## config.mk

```make
export PLATFORM = sky130hd
export DESIGN_NAME = extruder_head_command_controller
export DESIGN_NICKNAME = d
export VERILOG_FILES = /design/src/ehcc_pkg.sv /design/src/ehcc_tx_serializer.sv /design/src/extruder_head_command_controller.sv
export SDC_FILE = /design/constraint.sdc
export NUM_CORES = 1
export LEC_CHECK = 0
export BUFFER_PORTS_ARGS = -buffer_cell sky130_fd_sc_hd__buf_2
export CAP_MARGIN = 0
export CORE_MARGIN = 2
export CORE_UTILIZATION = 35
export CTS_CLUSTER_SIZE = 12
export DETAILED_ROUTE_END_ITERATION = 16
export GPL_ROUTABILITY_DRIVEN = 1
export PLACE_DENSITY = 0.53
export SETUP_SLACK_MARGIN = 0.02
export SYNTH_ARGS = -nofsm -noshare
export SYNTH_HDL_FRONTEND = slang
export SYNTH_HIERARCHICAL = 1
export SYNTH_SLANG_ARGS = --single-unit
```

## constraint.sdc

```tcl
create_clock -name clk_i -period 4.05 [get_ports clk_i]
set_input_delay 0.2025 -clock clk_i [delete_from_list [all_inputs] [get_ports clk_i]]
set_output_delay 0.2025 -clock clk_i [all_outputs]
set_load 0.01 [all_outputs]
```

## src/ehcc_pkg.sv

```systemverilog
// Shared types, character codes and helper functions for the extruder head controller.
package ehcc_pkg;

  typedef enum logic [2:0] {
    MODE_IDLE = 3'd0,
    MODE_T_HI = 3'd1,
    MODE_T_LO = 3'd2,
    MODE_S_HI = 3'd3,
    MODE_S_LO = 3'd4
  } entry_mode_e;

  typedef enum logic [1:0] {
    REQ_STOP = 2'd0,
    REQ_FWD  = 2'd1,
    REQ_REV  = 2'd2
  } motor_req_e;

  // Command letters.
  localparam logic [7:0] CMD_GET_SETPOINT = 8'h74; // t
  localparam logic [7:0] CMD_SET_SETPOINT = 8'h54; // T
  localparam logic [7:0] CMD_GET_TEMP     = 8'h76; // v
  localparam logic [7:0] CMD_STOP         = 8'h6d; // m
  localparam logic [7:0] CMD_FORWARD      = 8'h46; // F
  localparam logic [7:0] CMD_REVERSE      = 8'h52; // R
  localparam logic [7:0] CMD_GET_SPEED    = 8'h73; // s
  localparam logic [7:0] CMD_SET_SPEED    = 8'h53; // S
  localparam logic [7:0] CMD_RANGE_LOW    = 8'h4c; // L
  localparam logic [7:0] CMD_RANGE_HIGH   = 8'h48; // H
  localparam logic [7:0] CMD_GET_RANGE    = 8'h6c; // l

  // Transmit characters.
  localparam logic [7:0] CHAR_ZERO     = 8'h30;
  localparam logic [7:0] CHAR_NINE     = 8'h39;
  localparam logic [7:0] CHAR_X        = 8'h78;
  localparam logic [7:0] CHAR_QUESTION = 8'h3f;
  localparam logic [7:0] CHAR_CR       = 8'h0d;
  localparam logic [7:0] CHAR_LF       = 8'h0a;
  localparam logic [7:0] CHAR_GT       = 8'h3e;
  localparam logic [7:0] CHAR_SPACE    = 8'h20;
  localparam logic [7:0] CHAR_A_LESS10 = 8'h57; // 'a' - 10

  localparam logic [3:0] NIBBLE_MASK = 4'hf;
  localparam logic [7:0] DUTY_FULL   = 8'hff;
  localparam int unsigned MSG_BYTES  = 9;

  typedef struct packed {
    logic       heater_on;
    logic       pwm_enable;
    logic [7:0] pwm_duty;
    logic       motor_reverse;
    logic       led_pin;
    logic       adc_range_low;
  } ctrl_t;

  // One item's worth of transmit beats plus the control outputs they carry.
  typedef struct packed {
    logic                       tx_valid;
    logic [3:0]                 count;
    logic [MSG_BYTES-1:0][7:0]  bytes;
    ctrl_t                      ctrl;
  } msg_t;

  function automatic logic [7:0] hex_char(input logic [3:0] d);
    logic [7:0] d8;
    d8 = {4'h0, d & NIBBLE_MASK};
    return (d >= 4'd10) ? d8 + CHAR_A_LESS10 : d8 + CHAR_ZERO;
  endfunction

  // Any byte counts as a digit; the arithmetic wraps modulo 256.
  function automatic logic [7:0] digit_val(input logic [7:0] c);
    return (c > CHAR_NINE) ? c - CHAR_A_LESS10 : c - CHAR_ZERO;
  endfunction

endpackage

```

## src/ehcc_tx_serializer.sv

```systemverilog
// Result buffer that plays one item's message out as a run of output beats.
module ehcc_tx_serializer (
  input  logic          clk_i,
  input  logic          rst_ni,
  input  logic          load_i,
  input  ehcc_pkg::msg_t msg_i,
  output logic          ready_o,
  output logic          m_axis_tvalid,
  input  logic          m_axis_tready,
  // [7:0] tx_char, [8] heater_on, [9] pwm_enable, [17:10] pwm_duty,
  // [18] motor_reverse, [19] led_pin, [20] adc_range_low, [23:21] zero
  output logic [23:0]   m_axis_tdata,
  output logic          m_axis_tuser,  // tx_valid
  output logic          m_axis_tlast
);
  import ehcc_pkg::*;

  logic                      busy_q, busy_d;
  logic [3:0]                cnt_q, cnt_d;
  logic [MSG_BYTES-1:0][7:0] bytes_q, bytes_d;
  logic                      txv_q, txv_d;
  ctrl_t                     ctrl_q, ctrl_d;
  logic                      beat;

  assign beat    = busy_q && m_axis_tready;
  assign ready_o = !busy_q || (beat && cnt_q == 4'd1);

  always_comb begin
    busy_d  = busy_q;
    cnt_d   = cnt_q;
    bytes_d = bytes_q;
    txv_d   = txv_q;
    ctrl_d  = ctrl_q;
    if (load_i) begin
      busy_d  = 1'b1;
      cnt_d   = msg_i.count;
      bytes_d = msg_i.bytes;
      txv_d   = msg_i.tx_valid;
      ctrl_d  = msg_i.ctrl;
    end else if (beat) begin
      busy_d  = (cnt_q != 4'd1);
      cnt_d   = cnt_q - 4'd1;
      bytes_d = bytes_q >> 8;
    end
  end

  always_ff @(posedge clk_i or negedge rst_ni) begin
    if (!rst_ni) begin
      busy_q <= 1'b0;
      cnt_q  <= 4'd0;
    end else begin
      busy_q <= busy_d;
      cnt_q  <= cnt_d;
    end
  end

  always_ff @(posedge clk_i) begin
    bytes_q <= bytes_d;
    txv_q   <= txv_d;
    ctrl_q  <= ctrl_d;
  end

  assign m_axis_tvalid = busy_q;
  assign m_axis_tuser  = txv_q;
  assign m_axis_tlast  = (cnt_q == 4'd1);
  assign m_axis_tdata  = {3'b000, ctrl_q.adc_range_low, ctrl_q.led_pin, ctrl_q.motor_reverse,
                          ctrl_q.pwm_duty, ctrl_q.pwm_enable, ctrl_q.heater_on, bytes_q[0]};

  a_count_in_range: assert property (@(posedge clk_i) disable iff (!rst_ni)
    busy_q |-> (cnt_q != 4'd0 && cnt_q <= 4'd9))
    else $error("beat count out of range while busy");

  a_stall_holds: assert property (@(posedge clk_i) disable iff (!rst_ni)
    busy_q && !m_axis_tready |=> busy_q && $stable(cnt_q))
    else $error("message advanced without a beat");

  a_load_when_free: assert property (@(posedge clk_i) disable iff (!rst_ni)
    load_i |-> ready_o)
    else $error("message loaded over one still in flight");

endmodule

```

## src/extruder_head_command_controller.sv

```systemverilog
// Extruder head command controller top level: command decode, digit entry and control.
// Each input beat is one main-loop pass. It is registered, decoded into a message of
// 1 to 9 output beats (echo, hex report, '?' and prompt), and the serializer then sends
// those beats one per cycle while m_axis_tready is high: 1 beat for a pass without a
// byte, up to 9 for a report command. A new pass is taken while the previous message
// drains, and waits in the input register once the serializer holds a message that
// has not reached its final beat.
module extruder_head_command_controller (
  input  logic        clk_i,
  input  logic        rst_ni,
  input  logic        cfg_we_i,
  input  logic [7:0]  cfg_wdata_i,   // blink_divider
  input  logic        s_axis_tvalid,
  output logic        s_axis_tready,
  // [7:0] rx_byte, [11:8] temp_code, [12] run_pin_grounded, [15:13] zero
  input  logic [15:0] s_axis_tdata,
  input  logic        s_axis_tuser,  // kind
  output logic        m_axis_tvalid,
  input  logic        m_axis_tready,
  // [7:0] tx_char, [8] heater_on, [9] pwm_enable, [17:10] pwm_duty,
  // [18] motor_reverse, [19] led_pin, [20] adc_range_low, [23:21] zero
  output logic [23:0] m_axis_tdata,
  output logic        m_axis_tuser,  // tx_valid
  output logic        m_axis_tlast
);
  import ehcc_pkg::*;

  logic        in_valid_q;
  logic        kind_q;
  logic [7:0]  rx_q;
  logic [3:0]  tc_q;
  logic        pin_q;

  logic [7:0]  divider_q;
  entry_mode_e mode_q, mode_d;
  logic [7:0]  high_q, high_d;
  logic [7:0]  setpoint_q, setpoint_d;
  logic [7:0]  speed_q, speed_d;
  motor_req_e  req_q, req_d;
  logic [7:0]  fast_q, fast_d;
  logic [7:0]  slow_q, slow_d;
  logic        phase_q, phase_d;
  ctrl_t       ctrl_q, ctrl_d;

  msg_t        msg;
  logic        load, msg_ready;
  logic        byte_ok, report, qmark, prompt;
  logic [7:0]  rep_val, joined;
  motor_req_e  demand;

  assign load          = in_valid_q && msg_ready;
  assign s_axis_tready = !in_valid_q || load;

  always_ff @(posedge clk_i or negedge rst_ni) begin
    if (!rst_ni) begin
      in_valid_q <= 1'b0;
    end else if (s_axis_tready) begin
      in_valid_q <= s_axis_tvalid;
    end
  end

  always_ff @(posedge clk_i) begin
    if (s_axis_tready && s_axis_tvalid) begin
      kind_q <= s_axis_tuser;
      rx_q   <= s_axis_tdata[7:0];
      tc_q   <= s_axis_tdata[11:8];
      pin_q  <= s_axis_tdata[12];
    end
  end

  always_comb begin
    mode_d     = mode_q;
    high_d     = high_q;
    setpoint_d = setpoint_q;
    speed_d    = speed_q;
    req_d      = req_q;
    fast_d     = fast_q;
    slow_d     = slow_q;
    phase_d    = phase_q;
    ctrl_d     = ctrl_q;
    report     = 1'b0;
    qmark      = 1'b0;
    prompt     = 1'b0;
    rep_val    = 8'h00;
    demand     = REQ_STOP;
    byte_ok    = kind_q && (rx_q != 8'h00);
    joined     = digit_val(rx_q) | {high_q[3:0], 4'h0};

    msg          = '0;
    msg.tx_valid = kind_q;
    msg.count    = 4'd1;
    if (kind_q) begin
      msg.bytes[0] = rx_q;
    end

    if (byte_ok) begin
      if (mode_q == MODE_IDLE) begin
        unique case (rx_q)
          CMD_GET_SETPOINT: begin report = 1'b1; rep_val = setpoint_q; end
          CMD_SET_SETPOINT: mode_d = MODE_T_HI;
          CMD_GET_TEMP:     begin report = 1'b1; rep_val = {4'h0, tc_q}; end
          CMD_STOP:         begin req_d = REQ_STOP; prompt = 1'b1; end
          CMD_FORWARD:      begin req_d = REQ_FWD; prompt = 1'b1; end
          CMD_REVERSE:      begin req_d = REQ_REV; prompt = 1'b1; end
          CMD_GET_SPEED:    begin report = 1'b1; rep_val = speed_q; end
          CMD_SET_SPEED:    mode_d = MODE_S_HI;
          CMD_RANGE_LOW:    begin ctrl_d.adc_range_low = 1'b1; prompt = 1'b1; end
          CMD_RANGE_HIGH:   begin ctrl_d.adc_range_low = 1'b0; prompt = 1'b1; end
          CMD_GET_RANGE: begin
            report  = 1'b1;
            rep_val = {7'h00, ctrl_q.adc_range_low};
          end
          default:          qmark = 1'b1;
        endcase
      end else begin
        unique case (mode_q)
          MODE_T_HI: begin high_d = digit_val(rx_q); mode_d = MODE_T_LO; end
          MODE_S_HI: begin high_d = digit_val(rx_q); mode_d = MODE_S_LO; end
          MODE_T_LO: begin setpoint_d = joined; mode_d = MODE_IDLE; prompt = 1'b1; end
          default:   begin speed_d = joined; mode_d = MODE_IDLE; prompt = 1'b1; end
        endcase
      end
    end

    if (report) begin
      msg.count    = 4'd9;
      msg.bytes[1] = CHAR_ZERO;
      msg.bytes[2] = CHAR_X;
      msg.bytes[3] = hex_char(rep_val[7:4]);
      msg.bytes[4] = hex_char(rep_val[3:0]);
      msg.bytes[5] = CHAR_CR;
      msg.bytes[6] = CHAR_LF;
      msg.bytes[7] = CHAR_GT;
      msg.bytes[8] = CHAR_SPACE;
    end else if (qmark) begin
      msg.count    = 4'd6;
      msg.bytes[1] = CHAR_QUESTION;
      msg.bytes[2] = CHAR_CR;
      msg.bytes[3] = CHAR_LF;
      msg.bytes[4] = CHAR_GT;
      msg.bytes[5] = CHAR_SPACE;
    end else if (prompt) begin
      msg.count    = 4'd5;
      msg.bytes[1] = CHAR_CR;
      msg.bytes[2] = CHAR_LF;
      msg.bytes[3] = CHAR_GT;
      msg.bytes[4] = CHAR_SPACE;
    end

    // Control runs only when no digit is awaited after this byte.
    if (mode_d == MODE_IDLE) begin
      if (req_d != REQ_STOP) begin
        demand = req_d;
      end else if (pin_q) begin
        demand = REQ_FWD;
      end
      ctrl_d.heater_on     = ({4'h0, tc_q} < setpoint_d);
      ctrl_d.pwm_enable    = 1'b0;
      ctrl_d.pwm_duty      = 8'h00;
      ctrl_d.motor_reverse = 1'b0;
      // The motor may run only once the head is at most one step below the setpoint.
      if ({1'b0, setpoint_d} <= ({5'h00, tc_q} + 9'd1)) begin
        if (demand == REQ_FWD) begin
          ctrl_d.pwm_enable = 1'b1;
          ctrl_d.pwm_duty   = speed_d;
        end else if (demand == REQ_REV) begin
          ctrl_d.pwm_enable    = 1'b1;
          ctrl_d.pwm_duty      = DUTY_FULL - speed_d;
          ctrl_d.motor_reverse = 1'b1;
        end
      end
      if (demand != REQ_STOP) begin
        fast_d = fast_q + 8'd1;
        if (fast_q == 8'hff) begin
          slow_d = slow_q - 8'd1;
          if (slow_q == 8'd1) begin
            slow_d         = divider_q;
            phase_d        = !phase_q;
            ctrl_d.led_pin = phase_q;
          end
        end
      end else begin
        ctrl_d.led_pin = 1'b1;
      end
    end

    msg.ctrl = ctrl_d;
  end

  always_ff @(posedge clk_i or negedge rst_ni) begin
    if (!rst_ni) begin
      divider_q <= 8'd16;
    end else if (cfg_we_i) begin
      divider_q <= cfg_wdata_i;
    end
  end

  always_ff @(posedge clk_i or negedge rst_ni) begin
    if (!rst_ni) begin
      mode_q     <= MODE_IDLE;
      high_q     <= 8'h00;
      setpoint_q <= 8'h00;
      speed_q    <= 8'h00;
      req_q      <= REQ_STOP;
      fast_q     <= 8'h00;
      slow_q     <= 8'd16;
      phase_q    <= 1'b0;
      ctrl_q     <= '{heater_on: 1'b0, pwm_enable: 1'b0, pwm_duty: 8'h00,
                      motor_reverse: 1'b0, led_pin: 1'b0, adc_range_low: 1'b1};
    end else if (load) begin
      mode_q     <= mode_d;
      high_q     <= high_d;
      setpoint_q <= setpoint_d;
      speed_q    <= speed_d;
      req_q      <= req_d;
      fast_q     <= fast_d;
      slow_q     <= slow_d;
      phase_q    <= phase_d;
      ctrl_q     <= ctrl_d;
    end
  end

  ehcc_tx_serializer u_tx (
    .clk_i         (clk_i),
    .rst_ni        (rst_ni),
    .load_i        (load),
    .msg_i         (msg),
    .ready_o       (msg_ready),
    .m_axis_tvalid (m_axis_tvalid),
    .m_axis_tready (m_axis_tready),
    .m_axis_tdata  (m_axis_tdata),
    .m_axis_tuser  (m_axis_tuser),
    .m_axis_tlast  (m_axis_tlast)
  );

  a_pass_kept: assert property (@(posedge clk_i) disable iff (!rst_ni)
    in_valid_q && !load |=> in_valid_q)
    else $error("registered pass dropped before decode");

  a_first_digit: assert property (@(posedge clk_i) disable iff (!rst_ni)
    load && byte_ok && mode_q == MODE_T_HI |=> mode_q == MODE_T_LO)
    else $error("first setpoint digit did not advance entry");

  a_frozen_blink: assert property (@(posedge clk_i) disable iff (!rst_ni)
    load && mode_q != MODE_IDLE && !byte_ok |=> $stable(fast_q) && $stable(ctrl_q))
    else $error("control advanced while digits are awaited");

endmodule
```

Word-level counts from Yosys, hierarchy flattened --
Cells that the tools add are included.
Storage, ports and cells: register bits 169, input bits 30, output and inout bits 28, word-level logic and storage cells 160
Operators by class: $add $sub $neg 11, order comparisons 5, eq/ne operators 20, multiplexer cells 59, bitwise operators 2, reductions and logical operators 25
Operator list (number):
- 72-bit 2-to-1 mux | 2
- 8-bit 2-to-1 mux | 13
- 8-bit by 7-bit == test with 1-bit output (second input constant) | 11
- 30-bit 2-to-1 mux | 2
- 38-bit 2-to-1 mux | 1
- 8-bit one-hot mux with 4 select lines | 1
- 22-bit 2-to-1 mux | 1
- 10-bit 2-to-1 mux | 2
- 1-bit 2-to-1 mux | 19
- 4-bit by 7-bit adder with 8-bit output (second input constant) | 2
- 4-bit by 6-bit adder with 7-bit output (second input constant) | 2
- 12-bit 2-to-1 mux | 1
- 3-bit 2-to-1 mux | 4
- 4-bit 2-to-1 mux | 3
- 3-bit one-hot mux with 2 select lines | 2
- 11-bit OR reduction | 1
- 9-bit 2-to-1 mux | 1
- 8-bit by 1-bit adder with 8-bit output (second input constant) | 1
- 8-bit by 1-bit == test with 1-bit output (second input constant) | 1
- 8-bit == test (second input constant) | 1
- 4-bit >= comparator (second input constant) | 2
- 8-bit by 6-bit > comparator with 1-bit output (second input constant) | 1
- 8-bit by 5-bit less-or-equal comparator with 1-bit output | 1
- 4-bit by 8-bit < comparator with 1-bit output | 1
- other kinds (31) | 46

Longest topological paths before layout --
Gate-level depths: netlist (run 1).
word-level depth 12, depth in mapped cells 16, gate-level depth less buffers 15

Hierarchy --
Netlist (run 1), hierarchy kept.
By module, submodules not included:
- extruder_head_command_controller | times used 1, cells each 560, area an instance 5165.0 µm², sequential area each 2025.7 µm²
- ehcc_tx_serializer | times used 1, cells each 207, area an instance 3802.4 µm², sequential area each 2707.6 µm²

Least setup slack after synthesis (run 1) --
No wires, ideal clock.
path type register to register, start reg u_tx.cnt_q[1], end reg u_tx/bytes_q[10] in the netlist's numbering (enable), setup time 0.442 ns, arrival 4.175 ns, slack -0.567 ns, cell stages (with the launch flop) 11, path buffers 3, clock period less this slack 4.617 ns, path through dfrtp_1 -> inv_1 -> ha_1 -> nor3b_1 -> a21bo_2 -> nand2_1 -> inv_1 -> clkbuf_1 -> buf_6 -> buf_2 -> nand2b_1
Between the ends: longest elaborated chain between the ends 5
Ends and longest elaborated chain:
- from (decl) | RTL line ehcc_tx_serializer.sv:19 | logic [3:0] cnt_q, cnt_d;
- from (signal assigned) | RTL line ehcc_tx_serializer.sv:53 | cnt_q <= cnt_d;
- 4-bit by 1-bit == test with 1-bit output
- net m_axis_tlast | RTL line extruder_head_command_controller.sv:24 | output logic m_axis_tlast
- 1-bit logical AND | RTL line ehcc_tx_serializer.sv:26 | assign ready_o = !busy_q || (beat && cnt_q == 4'd1);
- 1-bit logical OR | RTL line ehcc_tx_serializer.sv:26
- net msg_ready | RTL line extruder_head_command_controller.sv:46 | logic load, msg_ready;
- 1-bit logical AND | RTL line extruder_head_command_controller.sv:51 | assign load = in_valid_q && msg_ready;
- net load | RTL line extruder_head_command_controller.sv:46
- 2-bit nonzero test (no line)
- to (signal assigned) | RTL line ehcc_tx_serializer.sv:58 | bytes_q <= bytes_d;
- to (decl) | RTL line ehcc_tx_serializer.sv:20 | logic [MSG_BYTES-1:0][7:0] bytes_q, bytes_d;
The timed path passes the listed nets, and every way through them passes these cells. A chain may end at the register's enable or synchronous reset.

==> qor.tcl, run 1 <==
set qor(post_drt_via_cell_ratio) 4.931
set qor(floorplan.io_pins) 58
set qor(drv_slew) 0
set qor(crit_required_ns) 4.29
set qor(cts_max_path_buffers) 2
set qor(p_int_uw) 4480
set qor(via_count) 5981
set qor(initial_antenna_violation_count) 0
set qor(tightestPinTransition_ns) 1.181
set qor(cts_root_buffer) {clkbuf_16}
set qor(clock_sink_count) 169
set qor(mappedNetlistArea_um2) 8967
set qor(layout.filler_cells) 2332
set qor(ys_dominant_reg_cell) {edfxtp_1}
set qor(grt.met3_usage_pct) 3.333
set qor(drt-total-wl_mm) 18.81
set qor(crit_type) {reg2reg}
set qor(floorplan.die_area_um2) 26920
set qor(die_h_um) 164.1
set qor(first_global_vias) 5700
set qor(netlist_top_cells_count) {100 x edfxtp_1, 78 x mux2_2, 75 x nand2_1}
set qor(timing.critical_path.fanout_max) 9
set qor(tritoncts) {built}
set qor(area_growth_syn_to_layout_pct) 17.29
set qor(finalSetupViolCount) 0
set qor(min-delay-start) {cfg_we_i}
set qor(hold-worst-slack_ns) 0.1151
set qor(synthTopCellsByArea) {edfxtp_1 33%, dfrtp_1 18%, mux2_2 9.8%, ha_1 4.5%, nand2_1 3.1%}
set qor(rsz0062_at_grt) {false}
set qor(reg2reg_to) {u_tx/m_axis_tdata[10]$_DFFE_PP_}
set qor(grt_remaining_overflow) 0
set qor(synth-edff-count) 100
set qor(htree_levels) 4
set qor(hold_depth) 2
set qor(status) {completed}
set qor(final_layout_size_suffix_gt1_share_pct) 25.82
set qor(wl_per_cell_um) 15.51
set qor(share_comb_of_total_power_pct) 34.1
set qor(drt_pass1_iterations) 7
set qor(start_kind) {flop}
set qor(ys_ff_latch) 169
set qor(dp.cells) 1156
set qor(ff2ff_path_depth) 11
set qor(portBuffers) 51
set qor(clock.fmax_ghz) 0.2660
set qor(switchingPower_uw) 2208
set qor(finish.net_count) 932
set qor(min_delay_worst_endpoint) {divider_q[0]$_DFFE_PN0P_}
set qor(drt_first_iter_violations) 463
set qor(r2r_start) {rx_q[6]$_DFFE_PP_}
set qor(busiest_layer) {met2}
set qor(syn_inst) 767
set qor(total_leakage_power_uw) 0.004311
set qor(maximum_number_of_pins_on_one_net_before_global_route_repair) 68
set qor(globalRouteMet2Util_pct) 22.38
set qor(cts.clk_slew.worst_paths_ns) 0.07
set qor(cts_inserted_buffers) 17
set qor(hpwl_mm) 12.77
set qor(final_hold_viol_count) 0
set qor(antenna_cells) 0
set qor(peakVddDrop_v) 0.0002708
set qor(floorplan.core_area_um2) 25180
set qor(use_met1_pct) 20.28
set qor(antenna_violating_nets_post_route) 0
set qor(async_reset_ff_share_pct) 40.83
set qor(power_density_nw_per_um2) 635.9
set qor(synth_top_area_cell) {edfxtp_1}
set qor(grt.total_usage_pct) 14.48
set qor(maxcap_viol_count) 0
set qor(seq_power_share_pct) 42.8
set qor(globalplace.congestion) 0.8041
set qor(register_area_share_after_synthesis_pct) 52.78
set qor(floorplan.die.width_um) 164.1
set qor(drc) 0
set qor(synth_cell_types) 82
set qor(slew_headroom_pct) 21.25
set qor(start_util_pct) 35.61
set qor(timing.final.crit_period_ns) 3.759
set qor(mean_cell_area_of_the_mapped_netlist_um2) 11.69
set qor(worst-endpoint-arrival_ns) 4.00
set qor(floorplan.rows) 58
set qor(wire_length_of_the_first_global_routing_pass_mm) 30.23
set qor(yosysWarnings) 6
set qor(final_instance_count_without_filler_cells) 1213
set qor(fin_tns_setup_ns) 0
set qor(reg2reg_setup_slack_ns) 0.29
set qor(synthMostInstantiatedCell) {edfxtp_1}
set qor(worstSetupEndpointType) {flop}
set qor(switching_share_pct) 33.01
set qor(period_share_pct) 92.82
set qor(min-delay-path-class) {in2reg}
set qor(power_frac_clock_pct) 23.1
set qor(synth.top_cell.area_share_pct) 33.49
set qor(worst_skew_pair.late_latency_ns) 0.42
set qor(finClkSkew_ns) 0.009842
[through the flow]
stage	power (µW)	setup slack, ns	util [%]	cell area [µm²]
after global routing	7130	0.06041	41.77	10520
after floorplan	4587	0.2900	-	9067
after global placement	5135	0.2679	38.50	9696
final	6688	0.2908	41.77	10520
after detailed placement	5153	0.2679	38.50	9696
after CTS	6767	0.2417	41.65	10490
[final cells by class]
| class | count | area, µm² | area share [%] |
|---|---|---|---|
| clock inverter | 14 | 122.6 | 1.166 |
| multi-input combinational | 547 | 3970 | 37.75 |
| clock buffer | 18 | 429.2 | 4.080 |
| tap | 330 | 412.9 | 3.926 |
| sequential | 169 | 4733 | 45.00 |
| inverter | 33 | 126.4 | 1.202 |
| timing repair buffer | 102 | 723.2 | 6.876 |
[logic make-up after synthesis]
group,count (synthesis),share of synthesized area [%]
muxes,93,11.47
other,2,0.08375
DFF,169,52.78
AOI/OAI and AO/OA,164,13.31
adders and majority gates,32,4.465
xor gates and xnor gates,13,1.270
buffers and inverters,77,4.409
and+or+nand+nor,217,12.21
[power groups by stage]
stage / registers (µW) / logic, µW / clock network [µW]
after global routing: 2930 / 2530 / 1670
after detailed placement: 2900 / 2260 / 0
final: 2860 / 2280 / 1550
after floorplan: 2850 / 1740 / 0
after CTS: 2870 / 2300 / 1600
after global placement: 2890 / 2250 / 0
[sequential cells by signal, summed over array words and instances (netlist names), 2 cells and up]
signal	count
rx_q	8
fast_q	8
u_tx/bytes_q	64
speed_q	8
high_q	4
setpoint_q	8
req_q	2
u_tx/m_axis_tdata	21
ctrl_q	13
divider_q	8
tc_q	4
slow_q	8
mode_q	3
u_tx/cnt_q	4
[how the worst max path moves through the flow]
| stage | from | end | slack (ns) | cells past startpoint |
|---|---|---|---|---|
| after floorplan | u_tx/cnt_q[1]$_DFFE_PN0P_ | u_tx/bytes_q[10]$_DFFE_PP_ | 0.29 | 10 |
| after global placement | rx_q[0]$_DFFE_PP_ | u_tx/m_axis_tdata[13]$_DFFE_PP_ | 0.27 | 14 |
| after detailed placement | rx_q[0]$_DFFE_PP_ | u_tx/m_axis_tdata[13]$_DFFE_PP_ | 0.27 | 14 |
| after CTS | rx_q[0]$_DFFE_PP_ | u_tx/m_axis_tdata[13]$_DFFE_PP_ | 0.24 | 14 |
| after global routing | rx_q[6]$_DFFE_PP_ | u_tx/m_axis_tdata[16]$_DFFE_PP_ | 0.06 | 11 |
| final | rx_q[6]$_DFFE_PP_ | u_tx/m_axis_tdata[10]$_DFFE_PP_ | 0.29 | 11 |
[layout by cell type (no fill, tap or decap), drive strengths merged, types with 4 or more instances in the layout]
cell	instances
dlygate4sd3	24
o21ai	43
a22o	4
nand2b	11
buf	78
a21oi	45
or3	5
nand3	16
and2	18
o21a	4
a222oi	4
edfxtp	100
nand2	75
inv	36
clkbuf	18
mux2	78
or2	4
nor3b	4
o31ai	15
o21bai	4
clkinv	9
dfrtp	66
ha	32
o22ai	4
nor3	9
a21o	6
conb	28
nor2	43
xnor2	10
nand4	10
a22oi	5
mux2i	15
nor2b	11
[per-layer routing]
metal  part of all wire, %  up-vias
li1                      -     2972
met1                    49     2866
met2                    46      132
met3                   4.1       11
met4                   1.1        0
met5                     0        -
[critical path: stages (launching register included)]
cell and delay [ns]:
edfxtp_1 0.62, buf_4 0.24, nand4_1 0.19, o32ai_1 0.46
nand2_1 0.15, a32o_1 0.24, a21oi_1 0.39, inv_1 0.09
ha_1 0.32, nor2b_1 0.42, mux2i_1 0.21, o31ai_1 0.23
[what timing repair did]
| action | CTS | global route |
|---|---|---|
| hold buffers | 24 | 0 |
| endpoints found under the setup margin | 0 | 27 |
| buffers inserted | 0 | 1 |
| endpoints found under the hold margin | 62 | 0 |
| resized for setup | 0 | 5 |
Note: power is estimated with default switching activity, not from simulation.
==> run 2: changes to the inputs <==
--- a/config.mk
+++ b/config.mk
@@ -8,11 +8,11 @@
 export BUFFER_PORTS_ARGS = -buffer_cell sky130_fd_sc_hd__buf_2
 export CAP_MARGIN = 0
 export CORE_MARGIN = 2
-export CORE_UTILIZATION = 35
+export CORE_UTILIZATION = 30
 export CTS_CLUSTER_SIZE = 12
 export DETAILED_ROUTE_END_ITERATION = 16
 export GPL_ROUTABILITY_DRIVEN = 1
-export PLACE_DENSITY = 0.53
+export PLACE_DENSITY = 0.47
 export SETUP_SLACK_MARGIN = 0.02
 export SYNTH_ARGS = -nofsm -noshare
 export SYNTH_HDL_FRONTEND = slang
==> qor.tcl, run 2 (synthesis results as in run 1) <==
set qor(timing_endpoint_of_the_critical_path) {u_tx/bytes_q[37]$_DFFE_PP_}
set qor(floorplan.die.width_um) 176.9 ;# +7.8%
set qor(ff2ff_path_depth) 14 ;# +3
set qor(slowest_stage) {a311oi_2}
set qor(reg2reg_setup_slack_ns) 0.41 ;# +0.12 ns
set qor(die_h_um) 176.9 ;# +7.8%
set qor(crit_type) {reg2reg}
set qor(maximum_number_of_pins_on_one_net_before_global_route_repair) 84 ;# +24%
set qor(worst_skew_pair.late_latency_ns) 0.43 ;# about the same
set qor(critPathLaunch) {rx_q[0]$_DFFE_PP_}
set qor(design_area_um2) 10700 ;# +1.8%
set qor(worstSetupPathDepth) 14 ;# +3
set qor(portBuffers) 51 ;# unchanged
set qor(crit_required_ns) 4.24 ;# -0.05 ns
set qor(tightestPinTransition_ns) 1.091 ;# -0.09047 ns
set qor(first_global_vias) 5869 ;# +3.0%
set qor(drc) 0 ;# unchanged
set qor(min-delay-start) {cfg_we_i}
set qor(globalplace.congestion) 0.8378 ;# +4.2%
set qor(clock_sink_count) 169 ;# unchanged
set qor(worst-endpoint-arrival_ns) 3.83 ;# -0.17 ns
set qor(post-cts-setup-buffer-count) 0 ;# unchanged
set qor(final_layout_size_suffix_gt1_share_pct) 26.93 ;# +1.1 points
set qor(period_share_pct) 89.76 ;# -3.1 points
set qor(tritoncts) {built}
set qor(rsz0062_at_grt) {false}
set qor(power_density_nw_per_um2) 641.5 ;# +0.88%
set qor(htree_levels) 4 ;# unchanged
set qor(critical_path.top_delay_family) {compound AO/OA/AOI/OAI gates}
set qor(via_count) 5932 ;# -0.82%
set qor(post_drt_via_cell_ratio) 4.616 ;# -6.4%
set qor(clock.fmax_ghz) 0.2751 ;# +3.4%
set qor(antenna_violating_nets_post_route) 0 ;# unchanged
set qor(cp_cell_sequence) {inv_1 -> ha_1 -> or3b_1 -> nor2_2 -> buf_4 -> a222oi_1 -> nand2_1 -> nand2_1 -> ha_1 -> inv_1 -> a311oi_2 -> nand3_2 -> o21a_1 -> mux2_2}
set qor(floorplan.io_pins) 58 ;# unchanged
set qor(timing.critical_path.fanout_max) 8 ;# -1
set qor(fin_tns_setup_ns) 0 ;# unchanged
set qor(hpwl_mm) 13.53 ;# +5.9%
set qor(area_growth_syn_to_layout_pct) 19.35
set qor(floorplan.rows) 63 ;# +8.6%
set qor(final_hold_viol_count) 0 ;# unchanged
set qor(finalSetupViolCount) 0 ;# unchanged
set qor(mostFrequentLayoutCell) {edfxtp_1}
set qor(total_cell_area_at_the_placement_stage_um2) 9868 ;# +1.8%
set qor(start_kind) {flop}
set qor(finClkSkew_ns) 0.01044 ;# +0.0006012 ns
set qor(status) {completed}
set qor(critical_path_buf_inv_count) 3 ;# +1
set qor(min-delay-path-class) {in2reg}
set qor(slew_headroom_pct) 27.28 ;# +6.0 points
set qor(total_leakage_power_uw) 0.004379 ;# +1.6%
set qor(layout_common_cells) {100 x edfxtp_1, 78 x mux2_2, 75 x nand2_1}
set qor(cts_root_buffer) {clkbuf_16}
set qor(timing.final.crit_period_ns) 3.635 ;# -0.1238 ns
set qor(cts.clk_slew.worst_paths_ns) 0.07 ;# about the same
set qor(max_stage_delay_on_crit_path_ns) 0.46 ;# -0.16 ns
set qor(cts_inserted_buffers) 17 ;# unchanged
set qor(grt.total_usage_pct) 13.31 ;# -1.2 points
set qor(wl_per_cell_um) 15.38 ;# -0.85%
set qor(start_util_pct) 30.34 ;# -5.3 points
set qor(worstSetupEndpointType) {flop}
set qor(drt-total-wl_mm) 19.76 ;# +5.0%
set qor(regMostFlops) {u_tx/bytes_q}
set qor(floorplan.die_area_um2) 31290 ;# +16%
set qor(maxcap_viol_count) 0 ;# unchanged
set qor(peakVddDrop_v) 0.0003215 ;# +19%
set qor(floorplan.core_area_um2) 29560 ;# +17%
set qor(finish.net_count) 944 ;# +1.3%
set qor(initial_antenna_violation_count) 0 ;# unchanged
set qor(drt_first_iter_violations) 304 ;# -34%
set qor(cts_max_path_buffers) 2 ;# unchanged
set qor(number_of_flip_flops_in_the_largest_register) 64 ;# unchanged
set qor(antenna_cells) 0 ;# unchanged
set qor(wire_length_of_the_first_global_routing_pass_mm) 32.20 ;# +6.5%
set qor(drv_slew) 0 ;# unchanged
set qor(drt_pass1_iterations) 5 ;# -2
set qor(reg2reg_to) {u_tx/bytes_q[37]$_DFFE_PP_}
set qor(final_design_utilization_pct) 36.21 ;# -5.6 points
set qor(r2r_start) {rx_q[0]$_DFFE_PP_}
set qor(grt_remaining_overflow) 0 ;# unchanged
==> run 2: worst min-delay path by stage <==
stage | end | slack, ns | depth (start not counted)
finish | divider_q[0]$_DFFE_PN0P_ | 0.1 | 2
global route | divider_q[0]$_DFFE_PN0P_ | 0.12 | 2
detailed placement | divider_q[6]$_DFFE_PN0P_ | 0.1 | 1
CTS | u_tx/m_axis_tvalid$_DFFE_PN0P_ | 0.09 | 3
global placement | divider_q[6]$_DFFE_PN0P_ | 0.1 | 1
floorplan | ctrl_q[10]$_DFFE_PN0P_ | -0.09 | 0
==> run 2: routing by layer <==
layer  GRT usage, %  wire [µm]
met3          2.556        582
met1          19.07      10050
met5              0          0
met2          20.31       8886
met4          4.029        243
==> run 2: cell type report <==
cell class | count | area [µm²]
Fill cell | 2916 | 18860
Sequential cell | 169 | 4733
Multi-Input combinational cell | 547 | 3954
Timing Repair Buffer | 114 | 813.3
Tap cell | 390 | 488.0
Clock buffer | 18 | 429.2
Clock inverter | 14 | 158.9
Inverter | 33 | 126.4
==> run 2: repair_timing <==
action                     4_1_cts  5_1_grt
setup endpoints to repair        0        9
resized for setup                0        2
hold endpoints to repair        33        0
hold buffers                    24        0
==> run 2: power by group <==
| part | leakage, µW | internal [µW] | switching [µW] |
|---|---|---|---|
| combinational | 0.00222 | 1040 | 1310 |
| sequential | 0.00188 | 2630 | 229 |
| clock | 0.000284 | 925 | 743 |
| total | 0.00438 | 4590 | 2280 |
==> run 2: per-stage QoR <==
step,hold slack (ns),std cells,power [µW],setup slack [ns]
after global routing,0.1157,1285,7332,0.1009
after global placement,0.09561,1229,5222,0.3051
after detailed placement,0.09593,1229,5235,0.3279
after floorplan,-0.09309,793,4587,0.2900
final,0.09992,1285,6866,0.4146
after CTS,0.08863,1285,6971,0.2629
==> run 3: changes to the inputs <==
--- a/config.mk
+++ b/config.mk
@@ -7,7 +7,7 @@
 export LEC_CHECK = 0
 export BUFFER_PORTS_ARGS = -buffer_cell sky130_fd_sc_hd__buf_2
 export CAP_MARGIN = 0
-export CORE_MARGIN = 2
+export CORE_MARGIN = 5
 export CORE_UTILIZATION = 30
 export CTS_CLUSTER_SIZE = 12
 export DETAILED_ROUTE_END_ITERATION = 16
==> qor.tcl, run 3 (synthesis results as in run 1) <==
set qor(finalSetupViolCount) 0 ;# unchanged
set qor(tightestPinTransition_ns) 1.101 ;# +0.01033 ns
set qor(worstSetupPathDepth) 13 ;# -1
set qor(fin_tns_setup_ns) 0 ;# unchanged
set qor(clock.fmax_ghz) 0.2724 ;# -0.97%
set qor(area_of_the_multi_input_gates_um2) 3969 ;# +0.38%
set qor(power_density_nw_per_um2) 639.4 ;# -0.33%
set qor(worst-endpoint-arrival_ns) 3.93 ;# +0.10 ns
set qor(initial_antenna_violation_count) 0 ;# unchanged
set qor(via_count) 6002 ;# +1.2%
set qor(drt-total-wl_mm) 19.98 ;# +1.1%
set qor(clock_sink_count) 169 ;# unchanged
set qor(max_stage_delay_on_crit_path_ns) 0.43 ;# -0.03 ns
set qor(min-delay-path-class) {in2async}
set qor(grt_remaining_overflow) 0 ;# unchanged
set qor(crit_type) {reg2reg}
set qor(portBuffers) 51 ;# unchanged
set qor(final_instance_count_without_filler_cells) 1284 ;# -0.078%
set qor(first_global_vias) 5955 ;# +1.5%
set qor(report.power.total_uw) 6839 ;# -0.39%
set qor(period_share_pct) 90.65 ;# +0.88 points
set qor(crit_required_ns) 4.30 ;# +0.06 ns
set qor(cts_root_buffer) {clkbuf_16}
set qor(layout.filler_cells) 2939 ;# +0.79%
set qor(timing.final.crit_period_ns) 3.671 ;# +0.03579 ns
set qor(area_growth_syn_to_layout_pct) 19.28 ;# about the same
set qor(mostFrequentLayoutCell) {edfxtp_1}
set qor(floorplan.die_area_um2) 33450 ;# +6.9%
set qor(htree_levels) 4 ;# unchanged
set qor(ff2ff_path_depth) 13 ;# -1
set qor(drc) 0 ;# unchanged
set qor(number_of_flip_flops_in_the_largest_register) 64 ;# unchanged
set qor(globalplace.congestion) 0.8023 ;# -4.2%
set qor(design_area_um2) 10700 ;# about the same
set qor(worst_skew_pair.late_latency_ns) 0.44 ;# about the same
set qor(final_hold_viol_count) 0 ;# unchanged
set qor(final-seq-area_um2) 4733 ;# unchanged
set qor(wl_per_cell_um) 15.56 ;# +1.2%
set qor(finClkSkew_ns) 0.01320 ;# +0.002758 ns
set qor(hpwl_mm) 13.64 ;# +0.83%
set qor(total_leakage_power_uw) 0.004380 ;# about the same
set qor(maxcap_viol_count) 0 ;# unchanged
set qor(worstSetupEndpointType) {flop}
set qor(layout_common_cells) {100 x edfxtp_1, 78 x mux2_2, 75 x nand2_1}
set qor(drv_slew) 0 ;# unchanged
set qor(antenna_violating_nets_post_route) 0 ;# unchanged
set qor(drt_pass1_iterations) 5 ;# unchanged
set qor(critical_path_buf_inv_count) 3 ;# unchanged
set qor(finish.net_count) 943 ;# -0.11%
set qor(floorplan.die.width_um) 182.9 ;# +3.4%
set qor(tritoncts) {built}
set qor(slowest_stage) {edfxtp_1}
set qor(total_cell_area_at_the_placement_stage_um2) 9848 ;# -0.20%
set qor(rsz0062_at_grt) {false}
set qor(timing.critical_path.fanout_max) 9 ;# +1
set qor(floorplan.rows) 63 ;# unchanged
set qor(hold-worst-slack_ns) 0.002152 ;# -0.09777 ns
set qor(floorplan.core_area_um2) 29560 ;# unchanged
set qor(cp_cell_sequence) {inv_1 -> ha_1 -> nor3b_2 -> buf_4 -> a2111oi_4 -> nand2_1 -> a32o_1 -> a21oi_1 -> inv_1 -> ha_1 -> nor2b_2 -> mux2i_1 -> o31ai_1}
set qor(start_util_pct) 30.34 ;# unchanged
set qor(drt_first_iter_violations) 383 ;# +26%
set qor(floorplan.io_pins) 58 ;# unchanged
set qor(dp.cells) 1228 ;# -0.081%
set qor(grt.total_usage_pct) 12.22 ;# -1.1 points
set qor(antenna_cells) 0 ;# unchanged
set qor(cts_inserted_buffers) 17 ;# unchanged
set qor(wire_length_of_the_first_global_routing_pass_mm) 32.46 ;# +0.79%
set qor(cts_max_path_buffers) 2 ;# unchanged
set qor(regMostFlops) {u_tx/bytes_q}
set qor(start_kind) {flop}
set qor(die_h_um) 182.9 ;# +3.4%
set qor(peakVddDrop_v) 0.0002656 ;# -17%
set qor(critical_path.top_delay_family) {compound AO/OA/AOI/OAI gates}
set qor(status) {completed}
set qor(final_layout_size_suffix_gt1_share_pct) 27.63 ;# +0.70 points
set qor(slew_headroom_pct) 26.59 ;# -0.70 points
set qor(post_drt_via_cell_ratio) 4.674 ;# +1.3%
set qor(maximum_number_of_pins_on_one_net_before_global_route_repair) 70 ;# -17%
set qor(cts.clk_slew.worst_paths_ns) 0.08 ;# about the same
set qor(reg2reg_setup_slack_ns) 0.38 ;# -0.04 ns
[run 3: final cells by class]
class	count	share of cell area, %
Multi-Input combinational cell	547	37.10
Timing Repair Buffer	113	7.393
Clock buffer	18	4.106
Inverter	33	1.181
Sequential cell	169	44.25
Clock inverter	14	1.404
Tap cell	390	4.562
[run 3: final timing paths]
path	to	start
worst max-delay path	u_tx/m_axis_tdata[11]$_DFFE_PP_	rx_q[0]$_DFFE_PP_
worst min-delay path	divider_q[6]$_DFFE_PN0P_	rst_ni
worst max register to register	u_tx/m_axis_tdata[11]$_DFFE_PP_	rx_q[0]$_DFFE_PP_
worst min register to register	fast_q[7]$_DFFE_PN0P_	fast_q[7]$_DFFE_PN0P_
max in group asynchronous	high_q[1]$_DFFE_PN0P_	rst_ni
min in group clk_i	divider_q[0]$_DFFE_PN0P_	cfg_we_i
[run 3: per-layer routing]
metal	routed length, µm	share of wire, %	vias to the layer above	global-route usage, %
met1	9820	49	2890	17.28
met3	868	4.3	20	2.638
li1	-	-	2993	-
met5	0	0	-	0
met4	344	1.7	0	4.261
met2	8941	45	99	18.62
[run 3: through the flow]
step | util (%) | worst slack [ns]
floorplan | - | 0.2900
global placement | 33.32 | 0.2235
detailed placement | 33.32 | 0.2148
CTS | 36.09 | 0.1796
global route | 36.19 | 0.02106
finish | 36.19 | 0.3788
[run 3: report_power, final]
part,switching [µW],total (µW),internal [µW]
combinational,1310,2330,1030
sequential,225,2850,2620
clock,766,1660,892
[run 3: repair_timing]
| item | CTS | global route |
|---|---|---|
| gates resized for setup | 0 | 6 |
| buffers inserted | 0 | 1 |
| hold buffers | 23 | 0 |
| endpoints found under the hold margin | 23 | 0 |
| endpoints found under the setup margin | 0 | 25 |
[run 3: worst register-to-register path, delay by kind of cell, from the launching register on]
kind	cells	cell delay (ns)
AO/OA/AOI/OAI	4	1.25
AND/OR/NAND/NOR	3	0.63
adder cells (fa/ha/maj)	2	0.61
flip-flops	1	0.43
buffers and inverters	3	0.41
multiplexers	1	0.18
